### src/rtl/core/assert_macros.svh
// Assertion macros for the clipper RTL.
// Stand-alone header; no dependencies.
`ifndef ASSERT_MACROS_SVH
`define ASSERT_MACROS_SVH

// Same-cycle implication, disabled while reset is asserted.
`define HPC_ASSERT_IMPL(lbl, clk, rstn, ante, cons) \
	lbl: assert property (@(posedge clk) disable iff (!rstn) (ante) |-> (cons)) \
		else $error("clipper assertion failed");

// Next-cycle implication, disabled while reset is asserted.
`define HPC_ASSERT_NEXT(lbl, clk, rstn, ante, cons) \
	lbl: assert property (@(posedge clk) disable iff (!rstn) (ante) |=> (cons)) \
		else $error("clipper assertion failed");

`endif

### src/rtl/core/hpc_pkg.sv
// Types, codes and helper functions of the polygon plane clipper.
// No dependencies; imported by every module of the block.
`timescale 1ns / 1ps

package hpc_pkg;

	typedef struct packed {
		logic signed [31:0] clip_x;
		logic signed [31:0] clip_y;
		logic signed [31:0] clip_z;
		logic signed [31:0] clip_w;
		logic signed [31:0] world_x;
		logic signed [31:0] world_y;
		logic signed [31:0] world_z;
		logic signed [31:0] tex_u;
		logic signed [31:0] tex_v;
		logic [47:0] color_rgb;
		logic last_vertex;
	} in_item_t;

	typedef struct packed {
		logic signed [31:0] out_clip_x;
		logic signed [31:0] out_clip_y;
		logic signed [31:0] out_clip_z;
		logic signed [31:0] out_clip_w;
		logic signed [31:0] out_world_x;
		logic signed [31:0] out_world_y;
		logic signed [31:0] out_world_z;
		logic signed [31:0] out_tex_u;
		logic signed [31:0] out_tex_v;
		logic [47:0] out_color_rgb;
		logic vertex_valid;
		logic end_of_polygon;
	} out_item_t;

	localparam logic [2:0] PLANE_LEFT   = 3'd0;
	localparam logic [2:0] PLANE_RIGHT  = 3'd1;
	localparam logic [2:0] PLANE_BOTTOM = 3'd2;
	localparam logic [2:0] PLANE_TOP    = 3'd3;
	localparam logic [2:0] PLANE_NEAR   = 3'd4;
	localparam logic [2:0] PLANE_FAR    = 3'd5;

	// Edge codes: (first,prev), (prev,cur), closing (cur,first)
	localparam logic [1:0] EDGE_FP = 2'd0;
	localparam logic [1:0] EDGE_PC = 2'd1;
	localparam logic [1:0] EDGE_CF = 2'd2;

	localparam logic [3:0] FLD_LAST = 4'd11;

	typedef enum logic [1:0] {
		KIND_PASS  = 2'd0,
		KIND_ISECT = 2'd1,
		KIND_MARK  = 2'd2
	} out_kind_t;

	typedef struct packed {
		logic capture;
		logic [1:0] edge_sel;
		logic div_start;
		logic do_mul;
		logic do_add;
		logic [3:0] fld;
		logic load_out;
		out_kind_t out_kind;
		logic out_eop;
		logic store_first;
		logic store_prev;
	} cmd_t;

	typedef struct packed {
		logic first_out;
		logic prev_out;
		logic cur_out;
		logic cur_last;
		logic div_busy;
		logic out_free;
	} sts_t;

	function automatic logic signed [32:0] hpc_dist(in_item_t v, logic [2:0] plane);
		logic signed [32:0] w;
		logic signed [32:0] d;
		w = 33'(v.clip_w);
		case (plane)
			PLANE_LEFT:   d = w + 33'(v.clip_x);
			PLANE_RIGHT:  d = w - 33'(v.clip_x);
			PLANE_BOTTOM: d = w + 33'(v.clip_y);
			PLANE_TOP:    d = w - 33'(v.clip_y);
			PLANE_NEAR:   d = w + 33'(v.clip_z);
			PLANE_FAR:    d = w - 33'(v.clip_z);
			default:      d = '0;
		endcase
		return d;
	endfunction

	// Field k as a signed 33-bit value: coordinates sign-extended, color zero-extended
	function automatic logic signed [32:0] hpc_field(in_item_t v, logic [3:0] k);
		logic signed [32:0] f;
		case (k)
			4'd0:    f = 33'(v.clip_x);
			4'd1:    f = 33'(v.clip_y);
			4'd2:    f = 33'(v.clip_z);
			4'd3:    f = 33'(v.clip_w);
			4'd4:    f = 33'(v.world_x);
			4'd5:    f = 33'(v.world_y);
			4'd6:    f = 33'(v.world_z);
			4'd7:    f = 33'(v.tex_u);
			4'd8:    f = 33'(v.tex_v);
			4'd9:    f = {17'd0, v.color_rgb[15:0]};
			4'd10:   f = {17'd0, v.color_rgb[31:16]};
			4'd11:   f = {17'd0, v.color_rgb[47:32]};
			default: f = '0;
		endcase
		return f;
	endfunction

	function automatic out_item_t hpc_to_out(in_item_t v, logic eop);
		out_item_t o;
		o.out_clip_x     = v.clip_x;
		o.out_clip_y     = v.clip_y;
		o.out_clip_z     = v.clip_z;
		o.out_clip_w     = v.clip_w;
		o.out_world_x    = v.world_x;
		o.out_world_y    = v.world_y;
		o.out_world_z    = v.world_z;
		o.out_tex_u      = v.tex_u;
		o.out_tex_v      = v.tex_v;
		o.out_color_rgb  = v.color_rgb;
		o.vertex_valid   = 1'b1;
		o.end_of_polygon = eop;
		return o;
	endfunction

	// End marker: all fields zero, end of polygon set
	function automatic out_item_t hpc_marker();
		out_item_t o;
		o = '0;
		o.end_of_polygon = 1'b1;
		return o;
	endfunction

endpackage

### src/rtl/core/hpc_div.sv
// Restoring divider for the crossing parameter t = d0/(d0-d1), unsigned Q0.T.
// Depends on hpc_pkg.
`timescale 1ns / 1ps

module hpc_div import hpc_pkg::*; #(
	parameter int T_FRAC_BITS = 16
) (
	input  logic clk,
	input  logic arst_n,
	input  logic start,
	input  logic signed [32:0] d0,
	input  logic signed [32:0] d1,
	output logic busy,
	output logic [T_FRAC_BITS-1:0] t
);

	localparam int CW = $clog2(T_FRAC_BITS + 1);

	logic signed [33:0] den;
	logic [32:0] un;
	logic [33:0] ud;
	logic trivial;
	logic [34:0] r2;
	logic ge;

	logic [33:0] rem_q;
	logic [33:0] ud_q;
	logic [T_FRAC_BITS-1:0] q_q;
	logic [CW-1:0] cnt_q;
	logic busy_q;

	assign den = 34'(d0) - 34'(d1);
	assign un  = d0[32] ? 33'(-d0) : 33'(d0);
	assign ud  = den[33] ? 34'(-den) : 34'(den);
	// zero denominator, zero numerator or negative ratio give t = 0
	assign trivial = (den == '0) || (d0 == '0) || (d0[32] != den[33]);
	assign r2 = {rem_q, 1'b0};
	assign ge = r2 >= {1'b0, ud_q};

	always_ff @(posedge clk or negedge arst_n) begin
		if (!arst_n) begin
			busy_q <= 1'b0;
			cnt_q  <= '0;
		end else if (start) begin
			busy_q <= !trivial && ({1'b0, un} < ud);
			cnt_q  <= CW'(T_FRAC_BITS);
		end else if (busy_q) begin
			cnt_q <= cnt_q - 1'b1;
			if (cnt_q == CW'(1)) begin
				busy_q <= 1'b0;
			end
		end
	end

	always_ff @(posedge clk) begin
		if (start) begin
			rem_q <= 34'(un);
			ud_q  <= ud;
			if (trivial) begin
				q_q <= '0;
			end else if ({1'b0, un} >= ud) begin
				q_q <= '1;
			end else begin
				q_q <= '0;
			end
		end else if (busy_q) begin
			rem_q <= ge ? 34'(r2 - {1'b0, ud_q}) : r2[33:0];
			q_q   <= {q_q[T_FRAC_BITS-2:0], ge};
		end
	end

	assign busy = busy_q;
	assign t    = q_q;

endmodule

### src/rtl/core/hpc_datapath.sv
// Clipper datapath: held vertices, plane distances, shared lerp multiplier, output register.
// Depends on hpc_pkg and hpc_div.
`timescale 1ns / 1ps

module hpc_datapath import hpc_pkg::*; #(
	parameter int T_FRAC_BITS = 16
) (
	input  logic clk,
	input  logic arst_n,
	input  logic [2:0] plane,
	input  in_item_t vtx,
	input  cmd_t cmd,
	output sts_t sts,
	input  logic res_ready,
	output logic res_valid,
	output out_item_t res
);

	localparam int PW = 35 + T_FRAC_BITS;

	in_item_t first_q, prev_q, cur_q, ix_q;
	logic first_out_q, prev_out_q, cur_out_q;
	in_item_t va, vb;
	logic signed [32:0] fa, fb;
	logic signed [33:0] diff;
	logic signed [T_FRAC_BITS:0] tsig;
	logic signed [PW-1:0] prod_q;
	logic signed [32:0] a_q;
	logic signed [PW-1:0] sum;
	logic [T_FRAC_BITS-1:0] t;
	logic div_busy;
	out_item_t res_q;
	logic res_valid_q;
	logic out_free;

	always_comb begin
		case (cmd.edge_sel)
			EDGE_FP: begin va = first_q; vb = prev_q; end
			EDGE_PC: begin va = prev_q;  vb = cur_q;  end
			EDGE_CF: begin va = cur_q;   vb = first_q; end
			default: begin va = first_q; vb = prev_q; end
		endcase
	end

	hpc_div #(.T_FRAC_BITS(T_FRAC_BITS)) u_div (
		.clk    (clk),
		.arst_n (arst_n),
		.start  (cmd.div_start),
		.d0     (hpc_dist(va, plane)),
		.d1     (hpc_dist(vb, plane)),
		.busy   (div_busy),
		.t      (t)
	);

	assign fa   = hpc_field(va, cmd.fld);
	assign fb   = hpc_field(vb, cmd.fld);
	assign diff = 34'(fb) - 34'(fa);
	assign tsig = {1'b0, t};
	// floor((b-a)*t / 2^T) is an arithmetic shift
	assign sum  = PW'(a_q) + (prod_q >>> T_FRAC_BITS);

	always_ff @(posedge clk) begin
		if (cmd.capture) begin
			cur_q     <= vtx;
			cur_out_q <= hpc_dist(vtx, plane) < 0;
		end
		if (cmd.store_first) begin
			first_q     <= cur_q;
			first_out_q <= cur_out_q;
		end
		if (cmd.store_prev) begin
			prev_q     <= cur_q;
			prev_out_q <= cur_out_q;
		end
		if (cmd.do_mul) begin
			prod_q <= diff * tsig;
			a_q    <= fa;
		end
		if (cmd.do_add) begin
			case (cmd.fld)
				4'd0:    ix_q.clip_x  <= sum[31:0];
				4'd1:    ix_q.clip_y  <= sum[31:0];
				4'd2:    ix_q.clip_z  <= sum[31:0];
				4'd3:    ix_q.clip_w  <= sum[31:0];
				4'd4:    ix_q.world_x <= sum[31:0];
				4'd5:    ix_q.world_y <= sum[31:0];
				4'd6:    ix_q.world_z <= sum[31:0];
				4'd7:    ix_q.tex_u   <= sum[31:0];
				4'd8:    ix_q.tex_v   <= sum[31:0];
				4'd9:    ix_q.color_rgb[15:0]  <= sum[15:0];
				4'd10:   ix_q.color_rgb[31:16] <= sum[15:0];
				4'd11:   ix_q.color_rgb[47:32] <= sum[15:0];
				default: ix_q.last_vertex <= 1'b0;
			endcase
		end
		if (cmd.load_out) begin
			case (cmd.out_kind)
				KIND_PASS:  res_q <= hpc_to_out(va, cmd.out_eop);
				KIND_ISECT: res_q <= hpc_to_out(ix_q, cmd.out_eop);
				default:    res_q <= hpc_marker();
			endcase
		end
	end

	assign out_free = !res_valid_q || res_ready;

	always_ff @(posedge clk or negedge arst_n) begin
		if (!arst_n) begin
			res_valid_q <= 1'b0;
		end else if (cmd.load_out) begin
			res_valid_q <= 1'b1;
		end else if (res_ready) begin
			res_valid_q <= 1'b0;
		end
	end

	assign sts.first_out = first_out_q;
	assign sts.prev_out  = prev_out_q;
	assign sts.cur_out   = cur_out_q;
	assign sts.cur_last  = cur_q.last_vertex;
	assign sts.div_busy  = div_busy;
	assign sts.out_free  = out_free;

	assign res_valid = res_valid_q;
	assign res       = res_q;

endmodule

### src/rtl/core/hpc_ctrl.sv
// Clipper sequencer: plans the result slots of one vertex and steps the datapath.
// Depends on hpc_pkg and assert_macros.svh.
`timescale 1ns / 1ps
`include "assert_macros.svh"

module hpc_ctrl import hpc_pkg::*; (
	input  logic clk,
	input  logic arst_n,
	input  logic vtx_valid,
	output logic vtx_ready,
	input  sts_t sts,
	output cmd_t cmd
);

	typedef enum logic [8:0] {
		ST_IDLE = 9'b000000001,
		ST_PLAN = 9'b000000010,
		ST_SCAN = 9'b000000100,
		ST_DIV  = 9'b000001000,
		ST_MUL  = 9'b000010000,
		ST_ADD  = 9'b000100000,
		ST_EMIT = 9'b001000000,
		ST_MARK = 9'b010000000,
		ST_FIN  = 9'b100000000
	} state_t;

	state_t state_q, state_d;
	logic [1:0] count_q;
	logic [5:0] mask_q, mask_new, rest;
	logic [2:0] slot_q, lo;
	logic [3:0] fld_q;
	logic mark_q;
	logic e0, e1, e2;

	// slot 2e: pass the edge's start vertex, slot 2e+1: its crossing
	always_comb begin
		e0 = count_q == 2'd2;
		e1 = count_q[1];
		e2 = count_q[1] && sts.cur_last;
		mask_new[0] = e0 && !sts.first_out;
		mask_new[1] = e0 && (sts.first_out != sts.prev_out);
		mask_new[2] = e1 && !sts.prev_out;
		mask_new[3] = e1 && (sts.prev_out != sts.cur_out);
		mask_new[4] = e2 && !sts.cur_out;
		mask_new[5] = e2 && (sts.cur_out != sts.first_out);
	end

	always_comb begin
		lo = '0;
		for (int i = 5; i >= 0; i--) begin
			if (mask_q[i]) lo = 3'(i);
		end
	end

	assign rest = mask_q & ~(6'd1 << slot_q);

	always_comb begin
		state_d         = state_q;
		cmd             = '0;
		cmd.out_kind    = KIND_PASS;
		cmd.fld         = fld_q;
		cmd.edge_sel    = (state_q == ST_SCAN) ? lo[2:1] : slot_q[2:1];
		case (state_q)
			ST_IDLE: begin
				cmd.capture = vtx_valid;
				if (vtx_valid) state_d = ST_PLAN;
			end
			ST_PLAN: state_d = ST_SCAN;
			ST_SCAN: begin
				if (mask_q == '0) begin
					state_d = mark_q ? ST_MARK : ST_FIN;
				end else if (lo[0]) begin
					cmd.div_start = 1'b1;
					state_d = ST_DIV;
				end else begin
					state_d = ST_EMIT;
				end
			end
			ST_DIV: begin
				if (!sts.div_busy) state_d = ST_MUL;
			end
			ST_MUL: begin
				cmd.do_mul = 1'b1;
				state_d = ST_ADD;
			end
			ST_ADD: begin
				cmd.do_add = 1'b1;
				state_d = (fld_q == FLD_LAST) ? ST_EMIT : ST_MUL;
			end
			ST_EMIT: begin
				if (sts.out_free) begin
					cmd.load_out = 1'b1;
					cmd.out_kind = slot_q[0] ? KIND_ISECT : KIND_PASS;
					cmd.out_eop  = sts.cur_last && (rest == '0);
					state_d = ST_SCAN;
				end
			end
			ST_MARK: begin
				if (sts.out_free) begin
					cmd.load_out = 1'b1;
					cmd.out_kind = KIND_MARK;
					cmd.out_eop  = 1'b1;
					state_d = ST_FIN;
				end
			end
			ST_FIN: begin
				cmd.store_first = count_q == 2'd0;
				cmd.store_prev  = count_q != 2'd0;
				state_d = ST_IDLE;
			end
			default: state_d = ST_IDLE;
		endcase
	end

	always_ff @(posedge clk or negedge arst_n) begin
		if (!arst_n) begin
			state_q <= ST_IDLE;
			count_q <= '0;
			mask_q  <= '0;
			slot_q  <= '0;
			fld_q   <= '0;
			mark_q  <= 1'b0;
		end else begin
			state_q <= state_d;
			if (state_q == ST_PLAN) begin
				mask_q <= mask_new;
				mark_q <= sts.cur_last && (mask_new == '0);
			end
			if (state_q == ST_SCAN && mask_q != '0) slot_q <= lo;
			if (state_q == ST_DIV) fld_q <= '0;
			if (state_q == ST_ADD) fld_q <= fld_q + 1'b1;
			if (state_q == ST_EMIT && sts.out_free) mask_q <= rest;
			if (state_q == ST_FIN) begin
				if (sts.cur_last) count_q <= '0;
				else if (count_q != 2'd3) count_q <= count_q + 1'b1;
			end
		end
	end

	assign vtx_ready = state_q == ST_IDLE;

	`HPC_ASSERT_NEXT(a_last_resets_count, clk, arst_n, state_q == ST_FIN && sts.cur_last, count_q == 2'd0)
	`HPC_ASSERT_IMPL(a_first_edge_only_at_two, clk, arst_n, state_q == ST_SCAN && count_q != 2'd2, mask_q[1:0] == 2'b00)
	`HPC_ASSERT_IMPL(a_div_idle_outside, clk, arst_n, state_q == ST_IDLE || state_q == ST_EMIT, !sts.div_busy)

endmodule

### src/rtl/core/homogeneous_polygon_plane_clipper.sv
// Top level of the homogeneous polygon plane clipper: APB plane register,
// sequencer and datapath. Depends on hpc_pkg, hpc_ctrl, hpc_datapath.
//
//  channel | signals                              | moves
//  --------+--------------------------------------+----------------------------
//  vertex  | vtx_valid, vtx_ready, vtx            | one input vertex item
//  result  | res_valid, res_ready, res            | one clipped vertex or marker
//  config  | psel, penable, pwrite, paddr, pwdata | plane_select at address 0
//
// One vertex at a time: accept and plan, then per result slot either scan and emit to
// pass a vertex or, for a crossing, scan and divider start, the divide (no iterations
// when t is zero or saturated), 12 fields through the shared multiplier, each a multiply
// then an add, and emit; then a closing scan and an update of the held vertices.
// Reset clears the sequencer, vertex count and output valid; no clearing pass.
// A stalled result holds the sequencer in its emit or mark state; the result register
// is reloaded in the cycle it is taken.
`timescale 1ns / 1ps

module homogeneous_polygon_plane_clipper import hpc_pkg::*; #(
	parameter int T_FRAC_BITS = 16
) (
	input  logic clk,
	input  logic arst_n,
	input  logic vtx_valid,
	output logic vtx_ready,
	input  in_item_t vtx,
	output logic res_valid,
	input  logic res_ready,
	output out_item_t res,
	input  logic psel,
	input  logic penable,
	input  logic pwrite,
	input  logic [2:0] paddr,
	input  logic [31:0] pwdata,
	output logic [31:0] prdata,
	output logic pready
);

	logic [2:0] plane_q;
	logic cfg_wr;
	cmd_t cmd;
	sts_t sts;

	// Register 0 sits in the low word; writes to the upper word are dropped
	assign cfg_wr = psel && penable && pwrite && !paddr[2];
	assign pready = 1'b1;
	assign prdata = paddr[2] ? 32'd0 : {29'd0, plane_q};

	always_ff @(posedge clk or negedge arst_n) begin
		if (!arst_n) begin
			plane_q <= PLANE_LEFT;
		end else if (cfg_wr) begin
			plane_q <= pwdata[2:0];
		end
	end

	// Sequencer: walks the result slots of each accepted item
	hpc_ctrl u_ctrl (
		.clk       (clk),
		.arst_n    (arst_n),
		.vtx_valid (vtx_valid),
		.vtx_ready (vtx_ready),
		.sts       (sts),
		.cmd       (cmd)
	);

	// Datapath: held vertices, divider, lerp unit and result register
	hpc_datapath #(.T_FRAC_BITS(T_FRAC_BITS)) u_dp (
		.clk       (clk),
		.arst_n    (arst_n),
		.plane     (plane_q),
		.vtx       (vtx),
		.cmd       (cmd),
		.sts       (sts),
		.res_ready (res_ready),
		.res_valid (res_valid),
		.res       (res)
	);

endmodule
### config.mk
export PLATFORM = sky130hd
export DESIGN_NAME = homogeneous_polygon_plane_clipper
export DESIGN_NICKNAME = d
export VERILOG_FILES = /design/src/rtl/core/hpc_pkg.sv /design/src/rtl/core/hpc_div.sv /design/src/rtl/core/hpc_datapath.sv /design/src/rtl/core/hpc_ctrl.sv /design/src/rtl/core/homogeneous_polygon_plane_clipper.sv
export VERILOG_INCLUDE_DIRS = /design/src /design/src/rtl/core
export SDC_FILE = /design/constraint.sdc
export NUM_CORES = 2
export LEC_CHECK = 0
export ABC_AREA = 1
export ABC_CLOCK_PERIOD_IN_PS = 23100
export BUFFER_PORTS_ARGS = -buffer_cell sky130_fd_sc_hd__buf_2
export CAP_MARGIN = 20
export CORE_ASPECT_RATIO = 0.8
export CORE_UTILIZATION = 40
export DETAILED_ROUTE_END_ITERATION = 10
export PLACE_DENSITY_LB_ADDON = 0.05
export SYNTH_ARGS = -nofsm -noshare
export SYNTH_HDL_FRONTEND = slang
export SYNTH_SLANG_ARGS = --single-unit
### constraint.sdc
create_clock -name clk -period 23.1 [get_ports clk]
set_clock_uncertainty 0.05 [all_clocks]
set_input_delay 1.155 -clock clk [delete_from_list [all_inputs] [get_ports clk]]
set_output_delay 1.155 -clock clk [all_outputs]
set_load 0.01 [all_outputs]
## After elaboration in Yosys (flattened, before gate mapping)

Index checks and enable logic that the tools add are counted.

| storage, ports and cells | value |
|---|---|
| flip-flop bits (word level) | 1887 |
| output and inout port bits | 373 |

| operators by class | value |
|---|---|
| add/subtract/negate cells | 27 |
| $mul | 1 |
| $lt $le $gt $ge | 4 |
| equality and inequality tests | 39 |
| shift-type cells | 1 |
| multiplexer cells | 59 |
| bitwise logic cells | 2 |
| reduce and logical (&&, ||, !) cells | 54 |

Operator list:

| kind | number |
|---|---|
| $pmux W337 S2 | 2 |
| $pmux W33 S12 | 2 |
| $pmux W338 S2 | 1 |
| $pmux W33 S6 | 3 |
| $add A32 B32 Y33 | 9 |
| $sub A32 B32 Y33 | 9 |
| $mux W33 | 4 |
| $pmux W9 S8 | 1 |
| $mux W34 | 2 |
| $sub A33 B33 Y34 | 2 |
| $mux W16 | 4 |
| $mux W9 | 6 |
| $mul A34 B17 Y48 | 1 |
| $ge A35 B34 Y1 | 1 |
| $ge A33 B34 Y1 | 1 |
| $logic_not A34 Y1 | 1 |
| $lt A33 B34 Y1 | 1 |
| $neg A34 Y34 | 1 |
| $sub A34 B34 Y34 | 1 |
| $logic_not A33 Y1 | 1 |
| $lt A33 B1 Y1 const B | 1 |
| $neg A33 Y33 | 1 |
| $add A32 B32 Y32 | 1 |
| $reduce_and A2 Y1 | 13 |
| 46 further kinds | 118 |

## Depth between registers and ports, before layout

| depth | value |
|---|---|
| depth in word-level cells | 18 |
| mapped depth | 79 |

## Modules after synthesis

From an unflattened synthesis, not the netlist that was laid out.

| unflattened totals | value |
|---|---|
| cells, all modules | 13860 |
| area, all modules | 124079.0 um^2 |

Modules (own cells, without submodules):

| module | instances | cells an instance | area each (um^2) | sequential area each (um^2) |
|---|---|---|---|---|
| hpc_datapath | 1 | 11738 | 110295.8 | 52575.4 |
| hpc_div | 1 | 1820 | 11671.2 | 2662.6 |
| hpc_ctrl | 1 | 247 | 1720.4 | 626.9 |
| homogeneous_polygon_plane_clipper | 1 | 55 | 391.6 | 75.1 |

## Least setup slack after synthesis

OpenSTA, ideal clock, no wires.

| timing path | value |
|---|---|
| path kind | flip-flop to flip-flop |
| start | register u_ctrl.state_q[1] |
| end | register u_dp.res_q (netlist bit u_dp.res[0]) (enable) |
| arrival time | 15.369 ns |
| data required time | 22.004 ns |
| path slack | 6.636 ns |
| cell stages (with the launch flop) | 10 |
| period minus slack after synthesis | 16.464 ns |
| cell sequence | dfrtp_1 -> nor2_1 -> inv_1 -> nor2_1 -> inv_1 -> nor2_1 -> inv_1 -> nor4_1 -> nor2_1 -> nor2_1 |

RTL lines:

| what | RTL line | text |
|---|---|---|
| start: declaration | hpc_ctrl.sv:27 | `state_t state_q, state_d;` |
| start signal: assignment | hpc_ctrl.sv:124 | `state_q <= state_d;` |
| end signal: assignment | hpc_datapath.sv:98 | `KIND_PASS: res_q <= hpc_to_out(va, cmd.out_eop);` |
| end signal: assignment | hpc_datapath.sv:99 | `KIND_ISECT: res_q <= hpc_to_out(ix_q, cmd.out_eop);` |
| end signal: assignment | hpc_datapath.sv:100 | `default: res_q <= hpc_marker();` |
| end: declaration | hpc_datapath.sv:32 | `out_item_t res_q;` |

## Final worst setup path

| timing path | value |
|---|---|
| start | register u_ctrl.state_q[7] |
| end | register u_dp.prod_q[47], data pin |

| between the ends | value |
|---|---|
| word-level cells in the longest chain between the ends | 7 |

Ends and longest elaborated chain:

| what | RTL line | text |
|---|---|---|
| $eq A9 B3 Y1 * | hpc_ctrl.sv:62 | `cmd.edge_sel = (state_q == ST_SCAN) ? lo[2:1] : slot_q[2:1];` |
| $mux W2 * | hpc_ctrl.sv:62 |  |
| $eq A2 B2 Y1 / $eq A2 B1 Y1 (equally long branches) | hpc_datapath.sv:37 | `case (cmd.edge_sel)` |
| $pmux W337 S2 | hpc_datapath.sv:37 |  |
| $pmux W33 S12 | hpc_pkg.sv:98 | `case (k)` |
| $sub A33 B33 Y34 * | hpc_datapath.sv:57 | `assign diff = 34'(fb) - 34'(fa);` |
| $mul A34 B17 Y48 * | hpc_datapath.sv:76 | `prod_q <= diff * tsig;` |
| end signal: assignment | hpc_datapath.sv:76 |  |
| end: declaration | hpc_datapath.sv:27 | `logic signed [PW-1:0] prod_q;` |

Every way passes the cells marked *; elsewhere a longest branch is shown, timed or not.
A chain may end at the register's enable or synchronous reset.

==> metrics.csv <==
stage,metric,value,unit
placed_design,DP HPWL,475000,um
synthesis,Post-synth top flop,edfxtp_1,
synthesis,Post-synth EDFFs,1833,
clock_network,CTS resizes,0,
clock_network,"Reg clk slew, reported paths",60,ps
timing,Fmax,62.0,MHz
clock_network,Root Buffer,clkbuf_16,
synthesis,"area leader, netlist",edfxtp_1,
setup_path,critical path capture point type,flop,
synthesis,Post-synth top cells,"nand2_1, inv_1, edfxtp_1, o21ai_0, nor2_1",
setup_path,WP depth,58,
min_path,hold crit path type,in2async,
clock_network,hold_buf cts,0,
timing,Final Hold Viols,0,
timing,unrepaired setup endpoints after global routing,false,
synthesis,synthesis-stage register bit count,1869,
global_routing,global routing's busiest layer,met1,
timing,period utilization,69.9,%
synthesis,asr flop ratio synth,1.87,%
synthesis,syn avg cell area,9.03,um2
setup_path,critical path class,reg2reg,
global_routing,met3 usage,11.7,%
die,Die ar.,309000,um2
die,Die Height,498,um
drt,routed vias/inst,6.11,
placed_design,IO buf count,690,
global_routing,vias in the first global route,103104,
drt,ANT nets after route,0,
drt,routed len/inst,33.7,um
status,status,completed,
clock_network,Setup Buffers After CTS,0,
placed_design,Placed Area,132000,um2
synthesis,Post-Synthesis Cells,13595,
layout,Synth-to-Final Area Change,12.8,%
clock_network,H-tree levels,4,
setup_path,critical-path cell with the highest stage delay,a211oi_2,
setup_path,CP max stage delay,940,ps
global_routing,first-pass GRT wire length,843000,um
synthesis,most numerous cell in the Yosys netlist,nand2_1,
setup_path,Critical R2R Capture,u_dp.prod_q[47],
global_routing,Global Route met1 Usage,55.9,%
synthesis,top post-synthesis cells by area,"edfxtp_1, fa_1, nand2_1",
timing,slew margin rel.,7.49,%
setup_path,Worst path top cell family by delay,compound AO/OA/AOI/OAI gates,
die,die width,621,um
clock_network,Max clock buf depth,4,
drt,router iterations before antenna repair,7,
timing,"Slew Viols, Final",0,
drt,DR DRC count,0,
global_routing,largest net degree at the start of global routing,171,
global_routing,met2 Usage GRT,53.5,%
timing,Setup TNS,0,ps
clock_network,worst skew pair latency,920,ps
layout,final instance area,139000,um2
timing,Least-Margin Pin Slew,1370,ps
die,row cnt,181,
clock_network,CTS tree,done,
die,area of the core,305000,um2
setup_path,WP data arrival,16710,ps
layout,fin nets,15488,
global_routing,grt ovf,0,
clock_network,CTS buffer count,206,
timing,Period minus WS final,16140,ps
setup_path,Critical path buffers and inverters,13,
job,max_cap viols,0,
setup_path,Worst setup SP type,flop,
synthesis,"Seq/Total Area, Yosys",45.6,%
clock_network,clock sinks,1869,
drt,final wirelength,623000,um
synthesis,top-area cell type share of the netlist area,44.8,%
drt,vias post-DR,112926,
timing,final setup violation count,0,
placed_design,Final Wtd Congestion,1.03,
global_routing,Total GRT Usage,39.0,%
setup_path,cells on worst reg2reg path,58,
timing,Min Hold Slack,190,ps
setup_path,flop-to-flop setup slack,6960,ps
synthesis,synth unique cells,79,
synthesis,"Warnings, synthesis",0,
layout,layout cell share with drive strength beyond 1,11.3,%
drt,DRT iter0 DRCs,17660,
die,I/O pin count,752,
setup_path,crit-path max FO,89,
global_routing,initial antenna violation count,129,
die,Initial Util,40.3,%
setup_path,CP Data Required Time,23670,ps
synthesis,Post-Syn Area,123000,um2
setup_path,Reg-to-Reg Start,u_ctrl.state_q[7],
cells by family (layout without fill, tap and decap cells):
family / count (synthesis) / in the layout / synth area share, %
simple gates: 4674 / 4674 / 16.1
compound gates: 3177 / 3177 / 15.6
buf+inv: 2752 / 3505 / 8.88
flops: 1869 / 1869 / 45.6
fa+ha+maj: 898 / 898 / 12.2
xor+xnor: 223 / 223 / 1.59
other cells: 2 / 117 / 0.00612
worst max path at each step:
| stage | start | end | slack, ps |
|---|---|---|---|
| after floorplan | u_ctrl.state_q[1] | u_dp.res[0] | 6640 |
| after global placement | u_ctrl.state_q[6] | u_dp.prod_q[47] | 7260 |
| after detailed placement | u_ctrl.state_q[7] | u_dp.prod_q[47] | 7280 |
| after CTS | u_ctrl.state_q[7] | u_dp.prod_q[47] | 7170 |
| after global routing | u_ctrl.state_q[5] | u_dp.prod_q[47] | 6100 |
| final | u_ctrl.state_q[7] | u_dp.prod_q[47] | 6960 |
per-stage QoR:
step                      utilization, %  cells  setup slack (ps)
after global placement              43.1  17988              7260
after CTS                           45.3  18379              7170
after floorplan                        -  13623              6640
after global routing                45.4  18432              6100
after detailed placement            43.2  18006              7280
final                               45.5  18489              6960
placed cells by master (no fill, tap or decap), types with 116 or more instances in the layout:
cell type / n
nand2_1: 2412
edfxtp_1: 1833
buf_4: 329
o21ai_1: 152
buf_2: 696
o211ai_1: 138
fa_1: 501
clkbuf_16: 209
inv_1: 2047
nand3_1: 842
nor3_1: 116
o21ai_0: 1365
nor2_1: 895
xor2_1: 148
ha_1: 395
o22ai_1: 236
a21oi_1: 545
o221ai_1: 200
nand4_1: 148
per-layer routing:
metal / part of all wire (%) / routed length, um / vias to the layer above
met2: 40 / 248000 / 7233
met4: 5.5 / 34600 / 32
li1: - / - / 48107
met5: 0.036 / 225 / -
met3: 12 / 76900 / 1073
met1: 42 / 264000 / 56481
final cells by class:
class / count / area (um2)
clock buffer: 247 / 5380
inverter: 2078 / 7830
clock inverter: 126 / 1060
fill: 29699 / 166000
timing repair buffer: 1054 / 6370
tap: 4026 / 5040
antenna: 87 / 218
sequential: 1869 / 55900
multi-input combinational: 9002 / 56700
flip-flops by register name, indices dropped and copies added (netlist names), 9 cells and up:
register          cells
u_ctrl.state_q        9
u_dp.a_q             32
u_dp.cur_q          336
u_dp.first_q        336
u_dp.ix_q           336
u_dp.prev_q         336
u_dp.prod_q          32
u_dp.res            338
u_dp.u_div.rem_q     34
u_dp.u_div.t         16
u_dp.u_div.ud_q      34
worst reg2reg max path: cells and delay by family (launching register included):
| kind | cells | cell delay (ps) |
|---|---|---|
| flops | 1 | 400 |
| fa+ha+maj | 9 | 4310 |
| compound gates | 15 | 4590 |
| simple gates | 21 | 3280 |
| buf+inv | 13 | 3240 |
Power is left out: the tool's default activity adds up to more than one toggle a clock period on the data nets, which glitch-free logic cannot reach.
